--- src/rtl/pidl_pkg.sv ---
// Shared constants for the positional insert/delete list core.
// Request and status codes, field widths and the default list depth.
// No dependencies.
package pidl_pkg;

  localparam int unsigned DefaultDepth = 8;

  localparam int unsigned ReqW    = 2;
  localparam int unsigned PosW    = 4;
  localparam int unsigned WordW   = 32;
  localparam int unsigned StatusW = 2;
  localparam int unsigned FillW   = 4;

  localparam logic [ReqW-1:0] REQ_INSERT   = 2'd0;
  localparam logic [ReqW-1:0] REQ_DELETE   = 2'd1;
  localparam logic [ReqW-1:0] REQ_TRAVERSE = 2'd2;

  localparam logic [StatusW-1:0] ST_OK     = 2'd0;
  localparam logic [StatusW-1:0] ST_BADPOS = 2'd1;
  localparam logic [StatusW-1:0] ST_FULL   = 2'd2;
  localparam logic [StatusW-1:0] ST_EMPTY  = 2'd3;

endpackage

--- src/rtl/pidl_mem.sv ---
// Entry store of the list: one write port, one read port, registered read data.
// Depends on pidl_pkg for the word width and the default depth.
module pidl_mem
  import pidl_pkg::*;
#(
  parameter int unsigned DEPTH = DefaultDepth,
  localparam int unsigned AW = $clog2(DEPTH)
) (
  input  logic             clk_i,
  input  logic             we_i,
  input  logic [AW-1:0]    waddr_i,
  input  logic [WordW-1:0] wdata_i,
  input  logic             re_i,
  input  logic [AW-1:0]    raddr_i,
  output logic [WordW-1:0] rdata_o
);

  logic [WordW-1:0] mem_q [DEPTH];
  logic [WordW-1:0] rdata_q;

  always_ff @(posedge clk_i) begin
    if (we_i) begin
      mem_q[waddr_i] <= wdata_i;
    end
  end

  always_ff @(posedge clk_i) begin
    if (re_i) begin
      rdata_q <= mem_q[raddr_i];
    end
  end

  assign rdata_o = rdata_q;

endmodule

--- src/rtl/positional_insert_delete_list_core.sv ---
// Ordered list of signed words with positional insert, delete and traverse.
// Depends on pidl_pkg and pidl_mem.
//
//   channel | direction | handshake             | payload
//   --------+-----------+-----------------------+-----------------------------------------
//   in      | input     | in_valid_i/in_ready_o | req_type_i, position_i, item_value_i
//   out     | output    | out_valid_o/out_ready_i| status_o, data_value_o, fill_count_o, last_o
//
// Entries live in a one-port-read, one-port-write RAM with registered read data.
// Insert moves one entry per cycle (none when appending), then writes the new item.
// Delete returns the entry, then moves later entries down; traverse emits one word
// per cycle unless stalled. Rejected requests only load a status. Reset clears the
// fill count, not the RAM. A stalled output holds the result and blocks new requests.
module positional_insert_delete_list_core
  import pidl_pkg::*;
#(
  parameter int unsigned DEPTH = DefaultDepth
) (
  input  logic                      clk_i,
  input  logic                      rst_ni,
  input  logic                      in_valid_i,
  output logic                      in_ready_o,
  input  logic [ReqW-1:0]           req_type_i,
  input  logic [PosW-1:0]           position_i,
  input  logic signed [WordW-1:0]   item_value_i,
  output logic                      out_valid_o,
  input  logic                      out_ready_i,
  output logic [StatusW-1:0]        status_o,
  output logic signed [WordW-1:0]   data_value_o,
  output logic [FillW-1:0]          fill_count_o,
  output logic                      last_o
);

  localparam int unsigned AW   = $clog2(DEPTH);
  localparam int unsigned CW   = $clog2(DEPTH + 1);
  localparam int unsigned CMPW = ((CW > PosW) ? CW : PosW) + 1;

  localparam logic [2:0] S_IDLE      = 3'd0;
  localparam logic [2:0] S_INS_SHIFT = 3'd1;
  localparam logic [2:0] S_INS_PUT   = 3'd2;
  localparam logic [2:0] S_DEL_TAKE  = 3'd3;
  localparam logic [2:0] S_DEL_SHIFT = 3'd4;
  localparam logic [2:0] S_TRAV      = 3'd5;

  logic [2:0]       state_q, state_d;
  logic [CW-1:0]    count_q, count_d;
  logic [AW-1:0]    addr_q, addr_d;
  logic [AW-1:0]    key_q, key_d;
  logic [AW-1:0]    lim_q, lim_d;
  logic [WordW-1:0] item_q, item_d;

  logic               ov_q, ov_d;
  logic [StatusW-1:0] st_q, st_d;
  logic [WordW-1:0]   dat_q, dat_d;
  logic [FillW-1:0]   fill_q, fill_d;
  logic               last_q, last_d;

  logic             mem_we, mem_re;
  logic [AW-1:0]    mem_waddr, mem_raddr;
  logic [WordW-1:0] mem_wdata, mem_rdata;

  logic            can_load, accept;
  logic [CMPW-1:0] pos_ext, cnt_ext, pos_m1, cnt_m1, cnt_p1;

  pidl_mem #(.DEPTH(DEPTH)) u_mem (
    .clk_i   (clk_i),
    .we_i    (mem_we),
    .waddr_i (mem_waddr),
    .wdata_i (mem_wdata),
    .re_i    (mem_re),
    .raddr_i (mem_raddr),
    .rdata_o (mem_rdata)
  );

  assign can_load   = !ov_q || out_ready_i;
  assign in_ready_o = (state_q == S_IDLE) && can_load;
  assign accept     = in_valid_i && in_ready_o;

  assign pos_ext = CMPW'(position_i);
  assign cnt_ext = CMPW'(count_q);
  assign pos_m1  = pos_ext - CMPW'(1);
  assign cnt_m1  = cnt_ext - CMPW'(1);
  assign cnt_p1  = cnt_ext + CMPW'(1);

  always_comb begin
    state_d   = state_q;
    count_d   = count_q;
    addr_d    = addr_q;
    key_d     = key_q;
    lim_d     = lim_q;
    item_d    = item_q;
    ov_d      = ov_q && !out_ready_i;
    st_d      = st_q;
    dat_d     = dat_q;
    fill_d    = fill_q;
    last_d    = last_q;
    mem_we    = 1'b0;
    mem_waddr = addr_q;
    mem_wdata = mem_rdata;
    mem_re    = 1'b0;
    mem_raddr = addr_q;

    unique case (state_q)
      S_IDLE: begin
        if (accept) begin
          case (req_type_i)
            REQ_INSERT: begin
              ov_d   = 1'b1;
              dat_d  = '0;
              last_d = 1'b1;
              fill_d = cnt_ext[FillW-1:0];
              if (position_i == '0 || pos_ext > cnt_p1) begin
                st_d = ST_BADPOS;
              end else if (cnt_ext == CMPW'(DEPTH)) begin
                st_d = ST_FULL;
              end else begin
                st_d    = ST_OK;
                fill_d  = cnt_p1[FillW-1:0];
                count_d = CW'(cnt_p1);
                if (pos_m1 == cnt_ext) begin
                  // append: no entries to move
                  mem_we    = 1'b1;
                  mem_waddr = pos_m1[AW-1:0];
                  mem_wdata = item_value_i;
                end else begin
                  mem_re    = 1'b1;
                  mem_raddr = cnt_m1[AW-1:0];
                  addr_d    = cnt_m1[AW-1:0];
                  key_d     = pos_m1[AW-1:0];
                  item_d    = item_value_i;
                  state_d   = S_INS_SHIFT;
                end
              end
            end
            REQ_DELETE: begin
              if (position_i == '0 || pos_ext > cnt_ext) begin
                ov_d   = 1'b1;
                st_d   = ST_BADPOS;
                dat_d  = '0;
                last_d = 1'b1;
                fill_d = cnt_ext[FillW-1:0];
              end else begin
                mem_re    = 1'b1;
                mem_raddr = pos_m1[AW-1:0];
                addr_d    = pos_m1[AW-1:0];
                lim_d     = cnt_m1[AW-1:0];
                count_d   = CW'(cnt_m1);
                state_d   = S_DEL_TAKE;
              end
            end
            REQ_TRAVERSE: begin
              if (count_q == '0) begin
                ov_d   = 1'b1;
                st_d   = ST_EMPTY;
                dat_d  = '0;
                last_d = 1'b1;
                fill_d = '0;
              end else begin
                mem_re    = 1'b1;
                mem_raddr = '0;
                addr_d    = '0;
                lim_d     = cnt_m1[AW-1:0];
                state_d   = S_TRAV;
              end
            end
            default: begin
              // unused request code: drop
            end
          endcase
        end
      end
      S_INS_SHIFT: begin
        // move entry addr_q up one place, fetch the next lower one
        mem_we    = 1'b1;
        mem_waddr = addr_q + AW'(1);
        if (addr_q != key_q) begin
          mem_re    = 1'b1;
          mem_raddr = addr_q - AW'(1);
          addr_d    = addr_q - AW'(1);
        end else begin
          state_d = S_INS_PUT;
        end
      end
      S_INS_PUT: begin
        mem_we    = 1'b1;
        mem_waddr = key_q;
        mem_wdata = item_q;
        state_d   = S_IDLE;
      end
      S_DEL_TAKE: begin
        // output register is free here: it was drainable at accept
        ov_d   = 1'b1;
        st_d   = ST_OK;
        dat_d  = mem_rdata;
        last_d = 1'b1;
        fill_d = cnt_ext[FillW-1:0];
        if (addr_q != lim_q) begin
          mem_re    = 1'b1;
          mem_raddr = addr_q + AW'(1);
          addr_d    = addr_q + AW'(1);
          state_d   = S_DEL_SHIFT;
        end else begin
          state_d = S_IDLE;
        end
      end
      S_DEL_SHIFT: begin
        // move entry addr_q down one place, fetch the next higher one
        mem_we    = 1'b1;
        mem_waddr = addr_q - AW'(1);
        if (addr_q != lim_q) begin
          mem_re    = 1'b1;
          mem_raddr = addr_q + AW'(1);
          addr_d    = addr_q + AW'(1);
        end else begin
          state_d = S_IDLE;
        end
      end
      S_TRAV: begin
        if (can_load) begin
          ov_d   = 1'b1;
          st_d   = ST_OK;
          dat_d  = mem_rdata;
          last_d = (addr_q == lim_q);
          fill_d = cnt_ext[FillW-1:0];
          if (addr_q == lim_q) begin
            state_d = S_IDLE;
          end else begin
            mem_re    = 1'b1;
            mem_raddr = addr_q + AW'(1);
            addr_d    = addr_q + AW'(1);
          end
        end
      end
      default: begin
        state_d = S_IDLE;
      end
    endcase
  end

  always_ff @(posedge clk_i or negedge rst_ni) begin
    if (!rst_ni) begin
      state_q <= S_IDLE;
      count_q <= '0;
      ov_q    <= 1'b0;
    end else begin
      state_q <= state_d;
      count_q <= count_d;
      ov_q    <= ov_d;
    end
  end

  always_ff @(posedge clk_i) begin
    addr_q <= addr_d;
    key_q  <= key_d;
    lim_q  <= lim_d;
    item_q <= item_d;
    st_q   <= st_d;
    dat_q  <= dat_d;
    fill_q <= fill_d;
    last_q <= last_d;
  end

  assign out_valid_o  = ov_q;
  assign status_o     = st_q;
  assign data_value_o = dat_q;
  assign fill_count_o = fill_q;
  assign last_o       = last_q;

endmodule

--- config.mk ---
export PLATFORM = sky130hd
export DESIGN_NAME = positional_insert_delete_list_core
export DESIGN_NICKNAME = d
export VERILOG_FILES = /design/src/rtl/pidl_pkg.sv /design/src/rtl/pidl_mem.sv /design/src/rtl/positional_insert_delete_list_core.sv
export SDC_FILE = /design/constraint.sdc
export NUM_CORES = 1
export LEC_CHECK = 0
export BUFFER_PORTS_ARGS = -buffer_cell sky130_fd_sc_hd__buf_2
export CAP_MARGIN = 20
export CORE_MARGIN = 3
export CORE_UTILIZATION = 45
export CTS_CLUSTER_SIZE = 8
export DETAILED_ROUTE_END_ITERATION = 16
export PLACE_DENSITY = 0.71
export SKIP_CTS_REPAIR_TIMING = 1
export SLEW_MARGIN = 20
export SYNTH_ARGS = -nofsm -noshare
export SYNTH_HDL_FRONTEND = slang
export SYNTH_SLANG_ARGS = --single-unit
--- constraint.sdc ---
create_clock -name clk_i -period 6.7 [get_ports clk_i]
set_clock_uncertainty 0.05 [all_clocks]
set_input_delay 0.67 -clock clk_i [delete_from_list [all_inputs] [get_ports clk_i]]
set_output_delay 0.67 -clock clk_i [all_outputs]
set_load 0.02 [all_outputs]
* After elaboration in Yosys (flattened, before gate mapping)
Memory sizes are Yosys's and may differ from the RTL's. A register that Yosys moved wholly into a read port is not among the register bits. Index checks and enable logic that the tools add are counted.
Storage, ports and cells: register bits 88, output and inout bits 41, memories 1, bits in writable memories 256
Operators by class: reductions and logical operators 22, bitwise gates (word level) 3, order comparisons 2, multiplexer cells 96, equal/unequal tests 27, add/subtract/negate cells 5
Memories:
- u_mem.mem_q | depth 8, bits a word 32, rd ports 1, clocked after Yosys merged registers in 1, wr ports 1, RTL line pidl_mem.sv:18 | logic [WordW-1:0] mem_q [DEPTH];
Operator list (count):
- 32-bit 2-to-1 mux | 9
- 32-bit one-hot mux with 3 select lines | 2
- 3-bit 2-to-1 mux | 28
- 32-bit one-hot mux with 2 select lines | 1
- 4-bit 2-to-1 mux | 7
- 1-bit 2-to-1 mux | 25
- 3-bit one-hot mux with 4 select lines | 2
- 4-bit one-hot mux with 3 select lines | 2
- 3-bit inequality test (second input constant) | 7
- 3-bit one-hot mux with 3 select lines | 2
- 1-bit one-hot mux with 3 select lines | 5
- 3-bit one-hot mux with 5 select lines | 1
- 2-bit inequality test (second input constant) | 7
- 2-bit 2-to-1 mux | 6
- 2-bit one-hot mux with 3 select lines | 2
- 6-bit AND reduction | 2
- 11-bit AND reduction | 1
- 4-bit logical NOT | 2
- 4-bit one-hot mux with 2 select lines | 1
- 3-bit by 2-bit == test with 1-bit output (second input constant) | 2
- 3-bit == test (second input constant) | 2
- 3-bit inequality test | 2
- 3-bit one-hot mux with 2 select lines | 1
- 4-bit by 1-bit adder with 5-bit output (second input constant) | 1
- other kinds (27) | 35

* Logic depth before layout (Yosys ltp)
Gate-level depths: netlist of the first run.
depth after elaboration 10, mapped depth 16, gate-level depth less buffers 13

* Cells and area by module
From an unflattened synthesis of the first run, not the netlist that was laid out.
Second synthesis, totals: cell total of the unflattened synthesis 958, area, all modules 16066.7 sq um
Modules (own cells, without submodules):
- pidl_mem | area an instance 10786.6 sq um, times used 1, cells each 415
- positional_insert_delete_list_core | area an instance 5280.1 sq um, times used 1, cells each 543

* Worst setup path before layout of the first run
Ideal clock, no wire load.
path type flip-flop to flip-flop, start point register count_q[1], end point register u_mem.rdata_q[0], in the netlist u_mem.rdata_o[0], read port of u_mem.mem_q (enable), clock period less this slack 5.019 ns, data arrival time 4.503 ns, cell stages (with the launch flop) 13, required time 6.184 ns, buffers on the path 1, slack 1.681 ns, cells stage by stage dfrtp_1 clkbuf_1 inv_1 ha_1 inv_1 ha_1 nor2b_1 o211ai_1 a21oi_1 nor2_1 nand2_1 and3_1 o21ai_0
Between the ends: cells in the longest elaborated chain, start to end 7, elaborated cells between the ends (all ways) 25, those cells by class 2 x add/sub; 2 x order compare; 2 x eq/ne; 16 x mux; 3 x reduce/logical
Ends and longest elaborated chain:
- start, declared | RTL line positional_insert_delete_list_core.sv:46 | logic [CW-1:0] count_q, count_d;
- start signal, assigned | RTL line positional_insert_delete_list_core.sv:247 | count_q <= count_d;
- 4-bit by 1-bit subtractor with 4-bit output | RTL line positional_insert_delete_list_core.sv:82 | assign cnt_m1 = cnt_ext - CMPW'(1);
- named net cnt_m1[1] | RTL line positional_insert_delete_list_core.sv:63 | logic [CMPW-1:0] pos_ext, cnt_ext, pos_m1, cnt_m1, cnt_p1;
- 3-bit 2-to-1 mux
- 3-bit 2-to-1 mux | RTL line positional_insert_delete_list_core.sv:114 | end else if (cnt_ext == CMPW'(DEPTH)) begin
- 3-bit 2-to-1 mux | RTL line positional_insert_delete_list_core.sv:112 | if (position_i == '0 || pos_ext > cnt_p1) begin
- 3-bit one-hot mux with 3 select lines | RTL line positional_insert_delete_list_core.sv:106 | case (req_type_i)
- 3-bit 2-to-1 mux | RTL line positional_insert_delete_list_core.sv:105 | if (accept) begin
- 3-bit one-hot mux with 4 select lines
- end, declared | RTL line pidl_mem.sv:19 | logic [WordW-1:0] rdata_q;
The timed path passes the listed nets, and every way through them passes these cells. A chain may end at the register's enable or synchronous reset.

* Worst setup path in the final report of the first run
start point register count_q[0], end point memory u_mem.mem_q[6][6] (enable)
Between the ends: cells in the longest elaborated chain, start to end 9, elaborated cells between the ends (all ways) 19, those cells by class 1 x add/sub; 1 x order compare; 2 x eq/ne; 14 x mux; 1 x reduce/logical
Ends and longest elaborated chain:
- 4-bit by 1-bit adder with 5-bit output / 5-bit by 4-bit == test with 1-bit output (equally long branches) | RTL line positional_insert_delete_list_core.sv:83, positional_insert_delete_list_core.sv:120
- 4-bit by 5-bit greater-than comparator with 1-bit output / 1-bit 2-to-1 mux (equally long branches) | RTL line positional_insert_delete_list_core.sv:112, positional_insert_delete_list_core.sv:120
- 1-bit logical OR / 1-bit 2-to-1 mux (equally long branches) | RTL line positional_insert_delete_list_core.sv:112, positional_insert_delete_list_core.sv:114
- 1-bit 2-to-1 mux | RTL line positional_insert_delete_list_core.sv:112
- 1-bit 2-to-1 mux | RTL line positional_insert_delete_list_core.sv:106
- 1-bit 2-to-1 mux | RTL line positional_insert_delete_list_core.sv:105
- 1-bit one-hot mux with 2 select lines | RTL line positional_insert_delete_list_core.sv:103 | unique case (state_q)
- 1-bit 2-to-1 mux | RTL line pidl_mem.sv:22 | if (we_i) begin
- 1-bit 2-to-1 mux (not written as such) | RTL line pidl_mem.sv:23 | mem_q[waddr_i] <= wdata_i;
- end, declared | RTL line pidl_mem.sv:18
Several ways; a longest one is shown, not always the timed one.

==> reports/qor.yml, run 1 <==
setup_violations: 0
place_inst: 1589
layout_common_cells: "365 x edfxtp_1, 129 x mux2i_1, 91 x nand2_1"
synth_cell_types: 67
ys.warnings.count: 0
arrival_ns: 4.95
antenna_found_initial: 0
cts_buffers: 52
maxSlewHeadroom_pct: 28.9
hp-class: "primary input to flop"
fin_crit_ns: 4.84
synth_edf_count: 365
cts_tree: "yes"
drt_first_pass_iters: 5
yosys.area_share.simple_pct: 7.91
antenna_cells: 0
setup_ws_ns: 1.86
grt_max_degree: 130
holdPathStages: 1
start_util_pct: 46.2
synth_seq_area_share_pct: 69.5
overflow: 0
syn2layout_area_growth_pct: 15.0
ys_ff_latch: 376
die_w_um: 195
crit_type: "flop to flop"
clock-root-buffer: "clkbuf_16"
max_cap_violations: 0
finalSetupTns_ns: 0
io_pins: 83
regToRegEndpoint: "u_mem.mem_q[6][6]"
hold_violations: 0
worstMarginPinSlew_ns: 1.06
avgSynthCellArea_um2: 14.6
clock-sinks: 376
drc: 0
max_clock_freq_ghz: 0.207
reg2reg_depth: 14
synth_ff_type: "edfxtp_1"
clock_path_buffers: 3
instances_no_fill: 1659
die-area_um2: 38200
synth_cells: 1103
yosys.area_share.adder_pct: 1.40
gp_congestion: 0.862
mostFrequentLayoutCell: "edfxtp_1"
fin_hold_ws_ns: 0.259
hpwl_um: 20400
slew_viol_final: 0
grt_usage_pct: 18.1
drtAntennaViolNets: 0
synth.area.mux_share_pct: 8.07
rsz0062_at_grt: "no"
syn_area_um2: 16100
critical_path_required_ns: 6.81
dp_slack_ns: 1.86
endpoint_kind: "flop"
io_buffers: 82
htreeDepth: 2
worstHoldStart: "item_value_i[20]"
worst_setup_path_start_kind: "flop"
routed_wl_um: 35100
clkTransAtPathRegs_ns: 0.05
rows: 68
core_area_um2: 35000
min_to: "item_q[20]"
synthXorXnorAreaFrac_pct: 1.03
async_reset_ff_share_pct: 2.13
clock_insertion_delay_worst_skew_ns: 0.56
dieHeight_um: 195
drive_gt1_share_pct: 15.3
grt_pass1_vias: 9784
final_nets: 1254
wire_per_inst_um: 21.2
r2r_slack_ns: 1.86
path_max_fanout: 36
synth-compound-area-share_pct: 9.73
vias: 9586
drtIter0Drc: 862
finalCritPeriodShare_pct: 72.2
synth_top_family_by_area: "compound AO/OA/AOI/OAI gates"
viasPerCell: 5.78
r2r_start: "count_q[0]"
outcome: "complete, no violations"
grt_first_pass_wirelength_um: 55000
syn_nets: 1163
-- sequential cells by signal (all words and copies together), names as in the netlist, 2 cells and up --
name,count
data_value_o,32
item_q,32
state_q,3
status_o,2
u_mem.mem_q,256
u_mem.rdata_o,32
count_q,4
key_q,3
fill_count_o,4
addr_q,3
lim_q,3
-- per-layer routing --
metal	vias to the layer above	track usage, %	wire, µm
met5	-	0	0
met4	0	5.15	660
met3	49	3.81	2420
met2	331	30.0	17000
met1	4775	24.4	15100
li1	4431	-	-
-- stage by stage --
| step | util (%) | area, µm² |
|---|---|---|
| CTS | 52.7 | 18400 |
| floorplan | - | 16100 |
| global route | 53.1 | 18600 |
| global placement | 48.7 | 17000 |
| finish | 53.1 | 18600 |
| detailed placement | 48.7 | 17000 |
-- how the worst max path moves through the flow --
stage          slack, ns          start                 end
4_1_cts             1.85     count_q[0]  u_mem.mem_q[7][15]
5_1_grt             1.48     count_q[0]   u_mem.mem_q[6][8]
3_5_place_dp        1.86  position_i[0]   u_mem.mem_q[3][6]
3_3_place_gp        1.97  position_i[0]   u_mem.mem_q[3][5]
6_report            1.86     count_q[0]   u_mem.mem_q[6][6]
2_1_floorplan       1.68     count_q[1]    u_mem.rdata_o[0]
-- cell families (layout without fill, tap and decap cells) --
| group | after synthesis | after routing |
|---|---|---|
| multiplexers | 130 | 130 |
| buffers and inverters | 78 | 179 |
| AND/OR/NAND/NOR | 261 | 261 |
| AO/OA/AOI/OAI | 221 | 221 |
| flip-flops | 376 | 376 |
| adder cells (fa/ha/maj) | 18 | 18 |
| XOR/XNOR | 19 | 19 |
-- final cells by class --
| class | instances | area (µm²) |
|---|---|---|
| timing repair buffer | 100 | 661 |
| tap | 455 | 569 |
| inverter | 15 | 56.3 |
| clock buffer | 62 | 1360 |
| sequential | 376 | 11200 |
| fill | 2783 | 16400 |
| clock inverter | 2 | 17.5 |
| multi-input combinational | 649 | 4680 |
-- worst max-delay path: stages (launching register included) --
cell and delay (ns):
dfrtp_1 0.51, inv_1 0.15, ha_1 0.33, inv_1 0.10, ha_1 0.30, nor2b_1 0.13, o211ai_1 0.09, a21oi_1 0.62
nor4bb_4 0.10, buf_4 0.32, nor2b_1 0.19, o21ai_0 0.14, o21ai_0 0.20, or2_2 0.40, nor2_4 0.80
-- cell usage after synthesis, types with 11 or more instances --
| cell | n | area (µm²) |
|---|---|---|
| ha_1 | 18 | 225 |
| buf_4 | 19 | 143 |
| a31oi_1 | 40 | 250 |
| a21oi_1 | 27 | 135 |
| xnor2_1 | 11 | 96.3 |
| edfxtp_1 | 365 | 11000 |
| clkbuf_1 | 32 | 120 |
| inv_1 | 13 | 48.8 |
| nand2_1 | 91 | 342 |
| o21ai_0 | 27 | 135 |
| a22o_1 | 63 | 552 |
| mux2i_1 | 129 | 1290 |
| and2_1 | 36 | 225 |
| nand2b_1 | 11 | 68.8 |
| nor2_1 | 68 | 255 |
| o22ai_1 | 35 | 219 |
Power of run 1 is left out: the tool's default activity adds up to more than one toggle a clock period on the data nets, which glitch-free logic cannot reach.
==> run 2, diff against run 1 <==
Settings changed: PLACE_DENSITY 0.71 to 0.73.
Clock period 6.7 ns to 4.1 ns, I/O delays scaled along.
==> run 2 against run 1 <==
Effect of this change:
- fmax increased by 22%
- cell count increased by 2.0%
- non-clock buffer count increased by 37
- clock-buffer cell count decreased by 2
- sequential cell count unchanged
- first-iteration DRC count increased by 4.1%
- core utilization increased by 0.92 points
- critical path type unchanged
- critical endpoint is now u_mem.rdata_o[5]
==> reports/qor.yml, run 2 (synthesis results as in run 1) <==
outcome: "complete, no violations"  # unchanged
drtIter0Drc: 897  # was 862
die_w_um: 195  # unchanged
worst_setup_path_start_kind: "flop"  # unchanged
max_cap_violations: 0  # unchanged
hp-class: "primary input to flop"  # unchanged
io_pins: 83  # unchanged
final-seq-area_um2: 11200  # unchanged
wire_per_inst_um: 21.7  # was 21.2 µm
grt_first_pass_wirelength_um: 56000  # was 55000 µm
core_area_um2: 35000  # unchanged
rsz0062_at_grt: "no"  # unchanged
setup_ws_ns: 0.148  # was 1.86 ns
grt_max_degree: 57  # was 130
setup_violations: 0  # unchanged
routed_wl_um: 36700  # was 35100 µm
rows: 68  # unchanged
cts_buffers: 52  # unchanged
fillCellCount: 2760  # was 2783
hpwl_um: 21300  # was 20400 µm
clkTransAtPathRegs_ns: 0.05  # about the same
overflow: 0  # unchanged
viasPerCell: 5.80  # was 5.78
clock-root-buffer: "clkbuf_16"  # unchanged
layout_common_cells: "365 x edfxtp_1, 129 x mux2i_1, 91 x nand2_1"  # unchanged
dp_slack_ns: 0.261  # was 1.86 ns
r2r_slack_ns: 0.15  # was 1.86 ns
maxSlewHeadroom_pct: 47.3  # was 28.9%
finalCritPeriodShare_pct: 96.4  # was 72.2%
worstMarginPinSlew_ns: 0.787  # was 1.06 ns
largest-register: "u_mem.mem_q"  # unchanged
drc: 0  # unchanged
syn2layout_area_growth_pct: 17.0  # was 15.0%
clock_insertion_delay_worst_skew_ns: 0.55  # was 0.56 ns
gp_congestion: 0.918  # was 0.862
crit_type: "flop to flop"  # unchanged
io_buffers: 82  # unchanged
final_util_pct: 54.0  # was 53.1%
multiInputGateArea_um2: 4640  # was 4680 µm²
path_max_fanout: 18  # was 36
antenna_cells: 0  # unchanged
drtAntennaViolNets: 0  # unchanged
clock_path_buffers: 3  # unchanged
critical_path_required_ns: 4.34  # was 6.81 ns
path_cells: "inv_1 > ha_1 > inv_1 > ha_1 > nor2b_1 > o211ai_1 > a21oi_1 > or4_1 > a32o_1 > a221oi_4 > and3_1 > buf_4 > a22o_1 > nor2_1"  # was inv_1 > ha_1 > inv_1 > ha_1 > nor2b_1 > o211ai_1 > a21oi_1 > nor4bb_4 > buf_4 > nor2b_1 > o21ai_0 > o21ai_0 > or2_2 > nor2_4
die-area_um2: 38200  # unchanged
arrival_ns: 4.19  # was 4.95 ns
antenna_found_initial: 0  # unchanged
cts_tree: "yes"  # unchanged
final_nets: 1291  # was 1254
htreeDepth: 2  # unchanged
max_clock_freq_ghz: 0.253  # was 0.207 GHz
dieHeight_um: 195  # unchanged
fin_crit_ns: 3.95  # was 4.84 ns
hold_violations: 0  # unchanged
drive_gt1_share_pct: 16.6  # was 15.3%
endpoint_kind: "flop"  # unchanged
cp_slowest_cell: "or4_1"  # was nor2_4
drt_first_pass_iters: 5  # unchanged
cp_top_family: "compound AO/OA/AOI/OAI gates"  # was simple AND/OR/NAND/NOR gates
cp_num_buf_inv: 3  # unchanged
largest_reg_flops: 256  # unchanged
start_util_pct: 46.2  # unchanged
clock-sinks: 376  # unchanged
mostFrequentLayoutCell: "edfxtp_1"  # unchanged
place_inst: 1617  # was 1589
instances_no_fill: 1693  # was 1659
cpPeakStageDelay_ns: 0.58  # was 0.80 ns
grt_pass1_vias: 9638  # was 9784
fin_hold_ws_ns: 0.0124  # was 0.259 ns
slew_viol_final: 0  # unchanged
vias: 9823  # was 9586
grt_usage_pct: 18.7  # was 18.1%
run 2: worst register-to-register path, cell delays in order (launching register included):
cell and delay [ns]:
dfrtp_1 0.37, inv_1 0.11, ha_1 0.27, inv_1 0.14
ha_1 0.26, nor2b_1 0.13, o211ai_1 0.16, a21oi_1 0.12
or4_1 0.58, a32o_1 0.32, a221oi_4 0.32, and3_1 0.27
buf_4 0.32, a22o_1 0.21, nor2_1 0.06
run 2: layout make-up:
cell class / instances / area share (%)
timing repair buffer: 137 / 5.42
sequential: 376 / 59.4
clock inverter: 1 / 0.106
inverter: 15 / 0.298
tap: 455 / 3.01
multi-input combinational: 649 / 24.6
clock buffer: 60 / 7.16
run 2: layer usage:
layer / part of all wire [%] / GRT usage (%)
met1: 44 / 26.1
met2: 48 / 30.2
met3: 6.9 / 3.81
met4: 1.9 / 5.31
met5: 0 / 0
run 2: worst paths after layout:
path / to / from / depth (start not counted)
max in group asynchronous: out_valid_o / rst_ni / 2
max reg2reg: u_mem.rdata_o[5] / count_q[1] / 14
min reg2reg: data_value_o[13] / u_mem.rdata_o[13] / 1
max: u_mem.rdata_o[5] / count_q[1] / 14
min: item_q[18] / item_value_i[18] / 1
min in group asynchronous: count_q[3] / rst_ni / 2
run 2: per-stage QoR:
step                      instance area, µm²  TNS [ns]
after floorplan                        16200    -78.74
after global placement                 17400         0
after detailed placement               17400         0
after CTS                              18700         0
after global routing                   18900         0
final                                  18900         0
Power of run 2 is left out for the same reason.
